===== config.mk =====
export PLATFORM = sky130hd
export DESIGN_NAME = service_port_registry_unit_flat
export DESIGN_NICKNAME = d
export VERILOG_FILES = /design/src/hdl/spr_pkg.sv /design/src/hdl/spr_chan_if.sv /design/src/hdl/spr_mem.sv /design/src/hdl/spr_scan.sv /design/src/hdl/service_port_registry_unit.sv /design/src/flat_wrapper.sv
export SDC_FILE = /design/constraint.sdc
export NUM_CORES = 1
export LEC_CHECK = 0
export ABC_CLOCK_PERIOD_IN_PS = 8600
export BUFFER_PORTS_ARGS = -buffer_cell sky130_fd_sc_hd__buf_2
export CELL_PAD_IN_SITES_DETAIL_PLACEMENT = 1
export CELL_PAD_IN_SITES_GLOBAL_PLACEMENT = 2
export CORE_MARGIN = 10
export CORE_UTILIZATION = 44
export CTS_BUF_LIST = sky130_fd_sc_hd__clkbuf_2
export DETAILED_ROUTE_END_ITERATION = 8
export GPL_ROUTABILITY_DRIVEN = 0
export PLACE_DENSITY_LB_ADDON = 0.1
export SYNTH_ARGS = -nofsm -noshare
export SYNTH_HDL_FRONTEND = slang
export SYNTH_HIERARCHICAL = 1
export SYNTH_SLANG_ARGS = --single-unit

===== constraint.sdc =====
create_clock -name clk -period 8.6 [get_ports clk]
set_clock_uncertainty 0.1 [all_clocks]
set_input_delay 0.43 -clock clk [delete_from_list [all_inputs] [get_ports clk]]
set_output_delay 0.43 -clock clk [all_outputs]
set_load 0.05 [all_outputs]

===== src/hdl/spr_pkg.sv =====
package spr_pkg;

    localparam int ENTRIES_DEF = 16;
    localparam int DATA_W      = 32;

    typedef enum logic [1:0] {
        ACT_ADD            = 2'd0,
        ACT_REMOVE         = 2'd1,
        ACT_LOOKUP_PORT    = 2'd2,
        ACT_LOOKUP_SERVICE = 2'd3
    } action_t;

    typedef enum logic [1:0] {
        ST_OK        = 2'd0,
        ST_NOT_FOUND = 2'd1,
        ST_FULL      = 2'd2,
        ST_DUP       = 2'd3
    } status_t;

    typedef enum logic [2:0] {
        S_IDLE,
        S_SCAN,
        S_SCAN_END,
        S_DECIDE,
        S_FIX,
        S_FIX_END,
        S_OUT
    } state_t;

    typedef struct packed {
        action_t             action;
        logic [DATA_W-1:0]   service_number;
        logic [DATA_W-1:0]   port_number;
        logic [DATA_W-1:0]   service_version;
    } req_t;

    typedef struct packed {
        status_t             status;
        logic [DATA_W-1:0]   answer_value;
        logic                any_valid;
    } rsp_t;

    // One table entry as it sits in memory, age rank kept beside it.
    typedef struct packed {
        logic [DATA_W-1:0]   service;
        logic [DATA_W-1:0]   port;
        logic [DATA_W-1:0]   version;
    } entry_t;

    // Flags gathered by one pass over the table.
    typedef struct packed {
        logic                port_hit;
        logic                free_hit;
        logic                best_hit;
    } scan_flags_t;

endpackage


===== src/hdl/spr_chan_if.sv =====
interface spr_chan_if #(
    parameter type payload_t = logic
);
    logic     valid;
    logic     ready;
    payload_t payload;

    modport source (output valid, output payload, input ready);
    modport sink   (input valid, input payload, output ready);
endinterface


===== src/hdl/spr_mem.sv =====
module spr_mem #(
    parameter int ENTRIES = spr_pkg::ENTRIES_DEF,
    parameter int IW      = $clog2(ENTRIES)
) (
    input  logic              clk,
    input  logic              wr_en,
    input  logic [IW-1:0]     wr_addr,
    input  spr_pkg::entry_t   wr_data,
    input  logic [IW-1:0]     wr_rank,
    input  logic              rd_en,
    input  logic [IW-1:0]     rd_addr,
    output spr_pkg::entry_t   rd_data,
    output logic [IW-1:0]     rd_rank
);

    spr_pkg::entry_t mem_data [ENTRIES];
    logic [IW-1:0]   mem_rank [ENTRIES];

    always_ff @(posedge clk)
    begin
        if (wr_en)
        begin
            mem_data[wr_addr] <= wr_data;
            mem_rank[wr_addr] <= wr_rank;
        end
    end

    always_ff @(posedge clk)
    begin
        if (rd_en)
        begin
            rd_data <= mem_data[rd_addr];
            rd_rank <= mem_rank[rd_addr];
        end
    end

endmodule


===== src/hdl/spr_scan.sv =====
module spr_scan #(
    parameter int ENTRIES = spr_pkg::ENTRIES_DEF,
    parameter int IW      = $clog2(ENTRIES)
) (
    input  logic                       clk,
    input  logic                       rst_n,
    input  logic                       clear,
    input  logic                       eval,
    input  logic [IW-1:0]              eval_idx,
    input  logic                       eval_valid,
    input  spr_pkg::entry_t            rd_data,
    input  logic [IW-1:0]              rd_rank,
    input  logic [spr_pkg::DATA_W-1:0] svc_key,
    input  logic [spr_pkg::DATA_W-1:0] port_key,
    output spr_pkg::scan_flags_t       flags,
    output logic [IW-1:0]              port_idx,
    output logic [spr_pkg::DATA_W-1:0] port_svc,
    output logic [IW-1:0]              port_rank,
    output logic [IW-1:0]              free_idx,
    output logic [spr_pkg::DATA_W-1:0] best_port
);

    spr_pkg::scan_flags_t       flags_reg;
    logic [IW-1:0]              port_idx_reg;
    logic [spr_pkg::DATA_W-1:0] port_svc_reg;
    logic [IW-1:0]              port_rank_reg;
    logic [IW-1:0]              free_idx_reg;
    logic [spr_pkg::DATA_W-1:0] best_port_reg;
    logic [spr_pkg::DATA_W-1:0] best_ver_reg;
    logic [IW-1:0]              best_rank_reg;

    logic take_port;
    logic take_free;
    logic take_best;

    // A newer candidate wins on a higher version, or on an equal version
    // with an older age rank.
    always_comb
    begin
        take_port = eval && eval_valid && (rd_data.port == port_key) && !flags_reg.port_hit;
        take_free = eval && !eval_valid && !flags_reg.free_hit;
        take_best = eval && eval_valid && (rd_data.service == svc_key) &&
                    (!flags_reg.best_hit || (rd_data.version > best_ver_reg) ||
                     ((rd_data.version == best_ver_reg) && (rd_rank < best_rank_reg)));
    end

    always_ff @(posedge clk or negedge rst_n)
    begin
        if (!rst_n)
        begin
            flags_reg <= '0;
        end
        else if (clear)
        begin
            flags_reg <= '0;
        end
        else
        begin
            if (take_port)
            begin
                flags_reg.port_hit <= 1'b1;
            end
            if (take_free)
            begin
                flags_reg.free_hit <= 1'b1;
            end
            if (take_best)
            begin
                flags_reg.best_hit <= 1'b1;
            end
        end
    end

    always_ff @(posedge clk)
    begin
        if (take_port)
        begin
            port_idx_reg  <= eval_idx;
            port_svc_reg  <= rd_data.service;
            port_rank_reg <= rd_rank;
        end
        if (take_free)
        begin
            free_idx_reg <= eval_idx;
        end
        if (take_best)
        begin
            best_port_reg <= rd_data.port;
            best_ver_reg  <= rd_data.version;
            best_rank_reg <= rd_rank;
        end
    end

    assign flags     = flags_reg;
    assign port_idx  = port_idx_reg;
    assign port_svc  = port_svc_reg;
    assign port_rank = port_rank_reg;
    assign free_idx  = free_idx_reg;
    assign best_port = best_port_reg;

endmodule


===== src/hdl/service_port_registry_unit.sv =====
// A result is offered after the search pass over the table, and a remove that finds
// its port first runs a second pass over the table for the rank fix-up.
// A new request is taken only once the controller is back in idle; the table passes
// read one memory entry per cycle.
// Reset (rst_n, asynchronous, active low) clears the valid bits, the entry count,
// the controller and the output valid flag; the entry memory is not cleared.
module service_port_registry_unit #(
    parameter int ENTRIES = spr_pkg::ENTRIES_DEF
) (
    input  logic       clk,
    input  logic       rst_n,
    spr_chan_if.sink   req,
    spr_chan_if.source rsp
);

    localparam int IW = $clog2(ENTRIES);
    localparam int CW = $clog2(ENTRIES + 1);
    localparam logic [IW-1:0] LAST_IDX = IW'(ENTRIES - 1);

    spr_pkg::state_t           state_reg, state_next;
    logic [IW-1:0]             cnt_reg, cnt_next;
    logic                      eval_vld_reg;
    logic [IW-1:0]             eval_idx_reg;
    spr_pkg::req_t             req_reg;
    logic [ENTRIES-1:0]        valid_reg, valid_next;
    logic [CW-1:0]             count_reg, count_next;
    spr_pkg::status_t          res_status_reg, res_status_next;
    logic [spr_pkg::DATA_W-1:0] res_answer_reg, res_answer_next;
    logic                      out_vld_reg;
    spr_pkg::rsp_t             out_data_reg;

    logic                      accept;
    logic                      rd_en;
    logic                      fix_mode;
    logic                      out_load;

    logic                      wr_en;
    logic [IW-1:0]             wr_addr;
    spr_pkg::entry_t           wr_data;
    logic [IW-1:0]             wr_rank;
    spr_pkg::entry_t           rd_data;
    logic [IW-1:0]             rd_rank;

    spr_pkg::scan_flags_t       flags;
    logic [IW-1:0]              port_idx;
    logic [spr_pkg::DATA_W-1:0] port_svc;
    logic [IW-1:0]              port_rank;
    logic [IW-1:0]              free_idx;
    logic [spr_pkg::DATA_W-1:0] best_port;

    // The controller takes one request at a time. The output register lets the
    // next request in while the previous result still waits for its transfer.
    assign req.ready = (state_reg == spr_pkg::S_IDLE);
    assign accept    = req.valid && req.ready;

    // Both passes walk the memory from entry 0 to the last one, one read per
    // cycle. The read data is registered in the memory, tagged by eval_idx_reg.
    assign rd_en    = (state_reg == spr_pkg::S_SCAN) || (state_reg == spr_pkg::S_FIX);
    assign fix_mode = (state_reg == spr_pkg::S_FIX) || (state_reg == spr_pkg::S_FIX_END);
    assign out_load = (state_reg == spr_pkg::S_OUT) && (!out_vld_reg || rsp.ready);

    spr_mem #(
        .ENTRIES (ENTRIES),
        .IW      (IW)
    ) u_mem (
        .clk     (clk),
        .wr_en   (wr_en),
        .wr_addr (wr_addr),
        .wr_data (wr_data),
        .wr_rank (wr_rank),
        .rd_en   (rd_en),
        .rd_addr (cnt_reg),
        .rd_data (rd_data),
        .rd_rank (rd_rank)
    );

    // The search pass collects the port match, the lowest free slot and the
    // best entry of the requested service all at once.
    spr_scan #(
        .ENTRIES (ENTRIES),
        .IW      (IW)
    ) u_scan (
        .clk        (clk),
        .rst_n      (rst_n),
        .clear      (accept),
        .eval       (eval_vld_reg && !fix_mode),
        .eval_idx   (eval_idx_reg),
        .eval_valid (valid_reg[eval_idx_reg]),
        .rd_data    (rd_data),
        .rd_rank    (rd_rank),
        .svc_key    (req_reg.service_number),
        .port_key   (req_reg.port_number),
        .flags      (flags),
        .port_idx   (port_idx),
        .port_svc   (port_svc),
        .port_rank  (port_rank),
        .free_idx   (free_idx),
        .best_port  (best_port)
    );

    // Memory writes. An add writes its new entry in the decide cycle. During
    // the fix-up pass each still-valid entry younger than the removed one is
    // written back with its rank lowered by one, the cycle after its read.
    // The pass reads entry k+1 while it writes entry k, so the two never meet.
    always_comb
    begin
        wr_en   = 1'b0;
        wr_addr = free_idx;
        wr_data = '{service: req_reg.service_number,
                    port:    req_reg.port_number,
                    version: req_reg.service_version};
        wr_rank = count_reg[IW-1:0];
        if (fix_mode)
        begin
            wr_en   = eval_vld_reg && valid_reg[eval_idx_reg] && (rd_rank > port_rank);
            wr_addr = eval_idx_reg;
            wr_data = rd_data;
            wr_rank = rd_rank - IW'(1);
        end
        else if ((state_reg == spr_pkg::S_DECIDE) &&
                 (req_reg.action == spr_pkg::ACT_ADD) &&
                 !flags.port_hit && flags.free_hit)
        begin
            wr_en = 1'b1;
        end
    end

    // Sequencer: next state, pass counter, table bookkeeping and the result.
    always_comb
    begin
        state_next      = state_reg;
        cnt_next        = cnt_reg;
        valid_next      = valid_reg;
        count_next      = count_reg;
        res_status_next = res_status_reg;
        res_answer_next = res_answer_reg;

        unique case (state_reg)
            spr_pkg::S_IDLE:
            begin
                cnt_next = '0;
                if (accept)
                begin
                    state_next = spr_pkg::S_SCAN;
                end
            end
            spr_pkg::S_SCAN:
            begin
                if (cnt_reg == LAST_IDX)
                begin
                    cnt_next   = '0;
                    state_next = spr_pkg::S_SCAN_END;
                end
                else
                begin
                    cnt_next = cnt_reg + IW'(1);
                end
            end
            spr_pkg::S_SCAN_END:
            begin
                // The last read is evaluated here; the search flags are final
                // in the next cycle.
                state_next = spr_pkg::S_DECIDE;
            end
            spr_pkg::S_DECIDE:
            begin
                res_status_next = spr_pkg::ST_OK;
                res_answer_next = '0;
                state_next      = spr_pkg::S_OUT;
                unique case (req_reg.action)
                    spr_pkg::ACT_ADD:
                    begin
                        // A duplicate port is checked before a full table.
                        if (flags.port_hit)
                        begin
                            res_status_next = spr_pkg::ST_DUP;
                        end
                        else if (!flags.free_hit)
                        begin
                            res_status_next = spr_pkg::ST_FULL;
                        end
                        else
                        begin
                            valid_next[free_idx] = 1'b1;
                            count_next           = count_reg + CW'(1);
                        end
                    end
                    spr_pkg::ACT_REMOVE:
                    begin
                        if (!flags.port_hit)
                        begin
                            res_status_next = spr_pkg::ST_NOT_FOUND;
                        end
                        else
                        begin
                            valid_next[port_idx] = 1'b0;
                            count_next           = count_reg - CW'(1);
                            state_next           = spr_pkg::S_FIX;
                        end
                    end
                    spr_pkg::ACT_LOOKUP_PORT:
                    begin
                        if (flags.best_hit)
                        begin
                            res_answer_next = best_port;
                        end
                        else
                        begin
                            res_status_next = spr_pkg::ST_NOT_FOUND;
                        end
                    end
                    spr_pkg::ACT_LOOKUP_SERVICE:
                    begin
                        if (flags.port_hit)
                        begin
                            res_answer_next = port_svc;
                        end
                        else
                        begin
                            res_status_next = spr_pkg::ST_NOT_FOUND;
                        end
                    end
                    default:
                    begin
                        res_status_next = spr_pkg::ST_NOT_FOUND;
                    end
                endcase
            end
            spr_pkg::S_FIX:
            begin
                if (cnt_reg == LAST_IDX)
                begin
                    cnt_next   = '0;
                    state_next = spr_pkg::S_FIX_END;
                end
                else
                begin
                    cnt_next = cnt_reg + IW'(1);
                end
            end
            spr_pkg::S_FIX_END:
            begin
                state_next = spr_pkg::S_OUT;
            end
            spr_pkg::S_OUT:
            begin
                // Wait here only while the previous result is still unclaimed.
                if (out_load)
                begin
                    state_next = spr_pkg::S_IDLE;
                end
            end
            default:
            begin
                state_next = spr_pkg::S_IDLE;
            end
        endcase
    end

    always_ff @(posedge clk or negedge rst_n)
    begin
        if (!rst_n)
        begin
            state_reg    <= spr_pkg::S_IDLE;
            cnt_reg      <= '0;
            eval_vld_reg <= 1'b0;
            valid_reg    <= '0;
            count_reg    <= '0;
            out_vld_reg  <= 1'b0;
        end
        else
        begin
            state_reg    <= state_next;
            cnt_reg      <= cnt_next;
            eval_vld_reg <= rd_en;
            valid_reg    <= valid_next;
            count_reg    <= count_next;
            if (out_load)
            begin
                out_vld_reg <= 1'b1;
            end
            else if (rsp.ready)
            begin
                out_vld_reg <= 1'b0;
            end
        end
    end

    always_ff @(posedge clk)
    begin
        eval_idx_reg   <= cnt_reg;
        res_status_reg <= res_status_next;
        res_answer_reg <= res_answer_next;
        if (accept)
        begin
            req_reg <= req.payload;
        end
        if (out_load)
        begin
            // The entry count is already updated by the time the result leaves.
            out_data_reg <= '{status:       res_status_reg,
                              answer_value: res_answer_reg,
                              any_valid:    (count_reg != '0)};
        end
    end

    assign rsp.valid   = out_vld_reg;
    assign rsp.payload = out_data_reg;

endmodule


===== src/flat_wrapper.sv =====
// flat-port wrapper written by rule: the top's interface ports become plain ports
module service_port_registry_unit_flat 
#(
    parameter int ENTRIES = spr_pkg::ENTRIES_DEF
)
  (clk, rst_n, req_valid, req_payload, req_ready, rsp_valid, rsp_payload, rsp_ready);
  spr_chan_if req_i ();
  spr_chan_if rsp_i ();
  input  logic clk;
  input  logic rst_n;
  input wire logic [$bits(req_i.valid)-1:0] req_valid;
  input wire logic [$bits(req_i.payload)-1:0] req_payload;
  output wire logic [$bits(req_i.ready)-1:0] req_ready;
  output wire logic [$bits(rsp_i.valid)-1:0] rsp_valid;
  output wire logic [$bits(rsp_i.payload)-1:0] rsp_payload;
  input wire logic [$bits(rsp_i.ready)-1:0] rsp_ready;
  assign req_i.valid = req_valid;
  assign req_i.payload = req_payload;
  assign req_ready = req_i.ready;
  assign rsp_valid = rsp_i.valid;
  assign rsp_payload = rsp_i.payload;
  assign rsp_i.ready = rsp_ready;
  service_port_registry_unit #(.ENTRIES(ENTRIES)) u_core (.clk(clk), .rst_n(rst_n), .req(req_i), .rsp(rsp_i));
endmodule

Word level (Yosys, flattened, before mapping)

Memories as Yosys holds them, arrays and structs flattened. A register that Yosys moved wholly into a read port is not among the register bits.
Cells that the tools add are included.

Bits in registers: 83
Bits in latches: 0
Bits in writable memories: 1600
ROM bits: 0
Output and inout bits: 3
Word-level logic and storage cells: 109
Memories: 2

Add/sub/neg operators: 3
Multipliers: 0
Div/mod/pow operators: 0
Order comparisons: 6
Equality and inequality tests: 12
Shift operators: 0
Muxes and demuxes: 28
Bitwise operators: 2
Reductions and logical operators: 40

Memories:

| name                  | depth | bits a word | read ports | clocked after Yosys merged registers in | wr ports | RTL line      | text |
|---|---|---|---|---|---|---|---|
| u_core.u_mem.mem_data | 16    | 96          | 1          | 1                                       | 1        | spr_mem.sv:16 | `spr_pkg::entry_t mem_data [ENTRIES];` |
| u_core.u_mem.mem_rank | 16    | 4           | 1          | 1                                       | 1        | spr_mem.sv:17 | `logic [IW-1:0] mem_rank [ENTRIES];` |

Operators by type and width:

| operator                                                                     | count |
|---|---|
| 96-bit 2-to-1 mux                                                            | 1 |
| 32-bit zero test                                                             | 2 |
| 32-bit == test                                                               | 1 |
| 32-bit > comparator                                                          | 1 |
| 16-bit 2-to-1 mux                                                            | 2 |
| 3-bit one-hot mux with 6 select lines                                        | 1 |
| 1-bit logical AND                                                            | 16 |
| 16-bit bitwise OR                                                            | 1 |
| 3-bit 2-to-1 mux                                                             | 5 |
| 4-bit 2-to-1 mux                                                             | 3 |
| 1-bit 2-to-1 mux                                                             | 11 |
| 4-bit by 5-bit less-than comparator with 1-bit output, second input constant | 2 |
| 5-bit 2-to-1 mux                                                             | 2 |
| 2-bit nonzero test                                                           | 5 |
| 3-bit == test, second input constant                                         | 3 |
| 4-bit one-hot mux with 2 select lines                                        | 1 |
| 3-bit by 2-bit == test with 1-bit output, second input constant              | 2 |
| 1-bit zero test                                                              | 6 |
| 2-bit inequality test, second input constant                                 | 3 |
| 5-bit by 1-bit adder with 5-bit output, second input constant                | 1 |
| 1-bit logical OR                                                             | 5 |
| 5-bit nonzero test                                                           | 1 |
| 4-bit by 1-bit adder with 4-bit output, second input constant                | 1 |
| 1-bit binary-select mux with 4-bit select                                    | 1 |
| other kinds (13)                                                             | 14 |

Logic depth before layout (Yosys ltp)

Depth in word-level cells: 9
Mapped depth: 8

By module

Netlist, hierarchy kept.

Modules (own cells, without submodules):

| module                     | times used | cells each | area each (um^2) | sequential area each (um^2) |
|---|---|---|---|---|
| spr_mem                    | 1          | 2560       | 62782.7          | 51049.0 |
| spr_scan                   | 1          | 339        | 5076.1           | 3438.3 |
| service_port_registry_unit | 1          | 265        | 2469.9           | 890.9 |

Worst setup path before layout

Ideal clock, no wire load.

Path type: register -> register
Start point: register u_core.state_reg[2]
End point: memory u_core/u_mem/mem_data[0][0] in the netlist's numbering (enable)
Library setup time: 0.681 ns
Arrival time: 8.669 ns
Data required time: 7.819 ns
Slack: -0.850 ns
Cell stages (with the launch flop): 7
Buffers on the path: 2
Period minus slack after synthesis: 9.450 ns
Cells stage by stage: dfrtp_1 > buf_2 > nor2b_1 > clkbuf_1 > mux2_2 > or3b_2 > nor3_1

Elaborated cells between the ends (all ways): 11
Those cells by class: eq/ne (3); mux (5); reduce/logical (3)

RTL lines:

| item                   | RTL line                          | text |
|---|---|---|
| from (decl)            | service_port_registry_unit.sv:20  | `spr_pkg::state_t state_reg, state_next;` |
| from (signal assigned) | service_port_registry_unit.sv:264 | `state_reg <= spr_pkg::S_IDLE;` |
| from (signal assigned) | service_port_registry_unit.sv:273 | `state_reg <= state_next;` |
| 3-bit == test          | service_port_registry_unit.sv:59  | `assign fix_mode = (state_reg == spr_pkg::S_FIX) \|\| (state_reg == spr_pkg::S_FIX_END);` |
| 1-bit logical OR (*)   | service_port_registry_unit.sv:59  |  |
| 4-bit 2-to-1 mux (*)   | service_port_registry_unit.sv:113 | `if (fix_mode)` |
| net u_core.wr_addr[3]  | service_port_registry_unit.sv:38  | `logic [IW-1:0] wr_addr;` |
| to (decl)              | spr_mem.sv:16                     |  |

The timed path passes the listed nets; every way through them passes the cells marked *.

Worst setup path after layout

Start point: register u_core.state_reg[2]
End point: memory u_core/u_mem/mem_data[9][51] in the netlist's numbering (enable)

Longest elaborated chain between the ends: 7
Elaborated cells between the ends (all ways): 11
Those cells by class: eq/ne (3); mux (5); reduce/logical (3)

RTL lines:

| item                                       | RTL line                          | text |
|---|---|---|
| 3-bit by 2-bit == test with 1-bit output   | service_port_registry_unit.sv:120 | `else if ((state_reg == spr_pkg::S_DECIDE) &&` |
| 1-bit logical AND                          | service_port_registry_unit.sv:121 | `(req_reg.action == spr_pkg::ACT_ADD) &&` |
| 1-bit logical AND                          | service_port_registry_unit.sv:122 | `!flags.port_hit && flags.free_hit)` |
| 1-bit 2-to-1 mux                           | service_port_registry_unit.sv:120 |  |
| 1-bit 2-to-1 mux (*)                       | service_port_registry_unit.sv:113 |  |
| net u_core.wr_en                           | service_port_registry_unit.sv:37  | `logic wr_en;` |
| 1-bit 2-to-1 mux (*)                       | spr_mem.sv:21                     | `if (wr_en)` |
| 1-bit 2-to-1 mux (not written as such) (*) | spr_mem.sv:23                     | `mem_data[wr_addr] <= wr_data;` |

Marked as above.

==> summary.md <==
| Metric | Value |
|---|---|
| Worst path required time | 9.39 ns |
| Most frequent CP cell | buf_4 |
| Critical Path Start Type | register |
| Core area | 57600 um^2 |
| Worst setup EP type | register |
| DRT iter0 DRCs | 1016 |
| R2R depth | 8 |
| Ports | 8 |
| Avg Inst Size Synth | 20.9 um^2 |
| Pwr/cell area | 291 nW/um^2 |
| Pre-antenna DRT Iters | 5 |
| Setup TNS Final | 0 ns |
| FF+latch area | 19500 um^2 |
| Pre-CTS setup slack | 4.53 ns |
| RSZ-0062 raised after global routing | false |
| WP data arrival | 4.86 ns |
| End of the worst hold path | u_core/valid_reg[6]$_DFFE_PN0P_ |
| Die area | 68000 um^2 |
| Finished Cell Area | 28200 um^2 |
| Vias/cell | 5.50 |
| # DRC | 0 |
| Worst Hold Launch | u_core/valid_reg[6]$_DFFE_PN0P_ |
| Fin nets | 1391 |
| Die Y-Extent | 261 um |
| Worst vdd ir | 395 uV |
| Fin. max-slew vios | 0 |
| R2R setup slack | 4.53 ns |
| Share of cells above drive strength 1 | 0.320 |
| Placed cells | 1965 |
| Max Cap Viol | 0 |
| Critical Path Max Stage Delay | 0.72 ns |
| Actual slew at the worst max-slew pin | 1.19 ns |
| Htree depth | 4 |
| Clock transition at path regs | 0.10 ns |
| Via count | 12.4k |
| Rows | 88 |
| Tot Pwr | 8.21 mW |
| Routed WL | 59300 um |
| Clk buf depth | 3 |
| Syn Inst Count | 1221 |
| Highest clock rate | 246 MHz |
| Largest net degree at the start of global routing | 149 |
| WHS Path Cells | 1 |
| Chip Width | 261 um |
| Peak fanout along the critical path | 44 |
| CTS resizes | 0 |
| Total clock sinks | 657 |
| Leakage Power | 9.47 nW |
| Hold Violations, Final | 0 |
| Final setup viols | 0 |
| Yosys warning total | 6 |
| Initial antenna violation count | 1 |
| DR WL/cell | 26.3 um |
| Clk_lat worst skew | 1.29 ns |
| Finished Layout Cells | 2259 |
| Highest-delay cell along the critical path | nor2_4 |
| Biggest registers after layout | u_core/u_mem/mem_data (512), u_core/u_mem/mem_rank (64), u_core/u_mem/rd_data (32) |
| Gr usage total | 0.181 |
| Placed Area | 26500 um^2 |
| Vias in the first global route | 13.9k |
| Period minus WS final | 4.07 ns |
| Total setup buffers inserted after CTS | 0 |
| Total global routing overflow | 0 |
| Hold WC Path Type | reg2reg |
| Fillers | 5328 |
| Worst r2r src | u_core/state_reg[2]$_DFFE_PN0P_ |
| Area occupied by multi-input gates | 5770 um^2 |
| Final Util | 0.490 |
| Worst hold margin | 0.359 ns |
| Status | complete, no violations |
| Number of port buffers | 6 |
| Most flops, register | u_core/u_mem/mem_data |
| CTS root buf | clkbuf_2 |
| Top delay family on crit path | simple AND/OR/NAND/NOR gates |
| Crit-path cells | nor2b_4 -> buf_4 -> nand3_1 -> a21oi_1 -> a21o_1 -> nand3b_1 -> nor2_4 -> buf_4 |
| Cell Area, Synth | 25500 um^2 |
| Largest register FFs | 512 |
| Reg2reg end | u_core/u_mem/mem_data[9][51]$_DFFE_PP_ |
| Initial core utilization | 0.443 |
| Routed Antenna Nets | 0 |
| Post-DP HPWL | 26700 um |
| Final Cycle Share | 0.473 |
| CTS tree | done |
| Area growth from synthesis to layout | 10.5% |
| Crit Path Category | reg2reg |
| Worst setup margin | 4.53 ns |
| First-pass GRT wire length | 88700 um |
| Slew headroom | 0.208 |
| Buf/Inv on CP | 2 |
| CTS buffer count | 168 |
==> how the worst max path moves through the flow <==
stage	start	endpoint	slack, ns	cells after the start
2_1_floorplan	u_core/state_reg[2]$_DFFE_PN0P_	u_core/u_mem/mem_data[0][32]$_DFFE_PP_	3.76	6
3_3_place_gp	u_core/state_reg[2]$_DFFE_PN0P_	u_core/u_mem/mem_data[9][63]$_DFFE_PP_	4.58	8
3_5_place_dp	u_core/state_reg[2]$_DFFE_PN0P_	u_core/u_mem/mem_data[9][63]$_DFFE_PP_	4.53	8
4_1_cts	u_core/state_reg[2]$_DFFE_PN0P_	u_core/u_mem/mem_data[9][51]$_DFFE_PP_	4.47	8
5_1_grt	u_core/state_reg[2]$_DFFE_PN0P_	u_core/u_mem/mem_data[9][60]$_DFFE_PP_	4.25	8
6_report	u_core/state_reg[2]$_DFFE_PN0P_	u_core/u_mem/mem_data[9][51]$_DFFE_PP_	4.53	8
==> per-layer routing <==
layer	up-vias	GRT usage	share of wire
li1	5371	-	-
met1	6654	0.236	0.43
met2	315	0.293	0.50
met3	83	0.0422	0.051
met4	0	0.0670	0.018
met5	-	0	0
==> cell type report <==
| class | instances | share of cell area |
|---|---|---|
| multi-input cells | 499 | 0.205 |
| flip-flops and latches | 657 | 0.693 |
| well taps | 765 | 0.0339 |
| clock inverters | 44 | 0.0128 |
| clock buffers | 240 | 0.0426 |
| inverters | 12 | 0.00160 |
| diodes | 2 | 0.000177 |
| repair buffers | 40 | 0.0116 |
==> report_power, final <==
part           internal, mW  total (mW)  leakage (nW)  switching [mW]
Sequential             4.03        4.20          6.17           0.167
Clock                 0.952        2.19          1.18            1.24
Combinational         0.756        1.83          2.13            1.07
Total                  5.74        8.21          9.47            2.48
==> cell usage in the layout, fill, tap and decap left out, types with 11 or more instances in the layout <==
cell / instances
edfxtp_1: 621
clkbuf_2: 240
mux4_2: 145
a22oi_1: 73
nand2_1: 47
and2_1: 33
conb_1: 32
dfrtp_1: 30
xor2_1: 27
clkinv_1: 25
buf_4: 25
a21o_1: 13
nor2_4: 13
inv_1: 12
xnor2_1: 11
==> timing repair <==
item,in CTS,in global routing
endpoints found under the setup margin,0,0
endpoints found under the hold margin,39,0
hold buffers,8,0
Power figures use the tool's default switching activity.
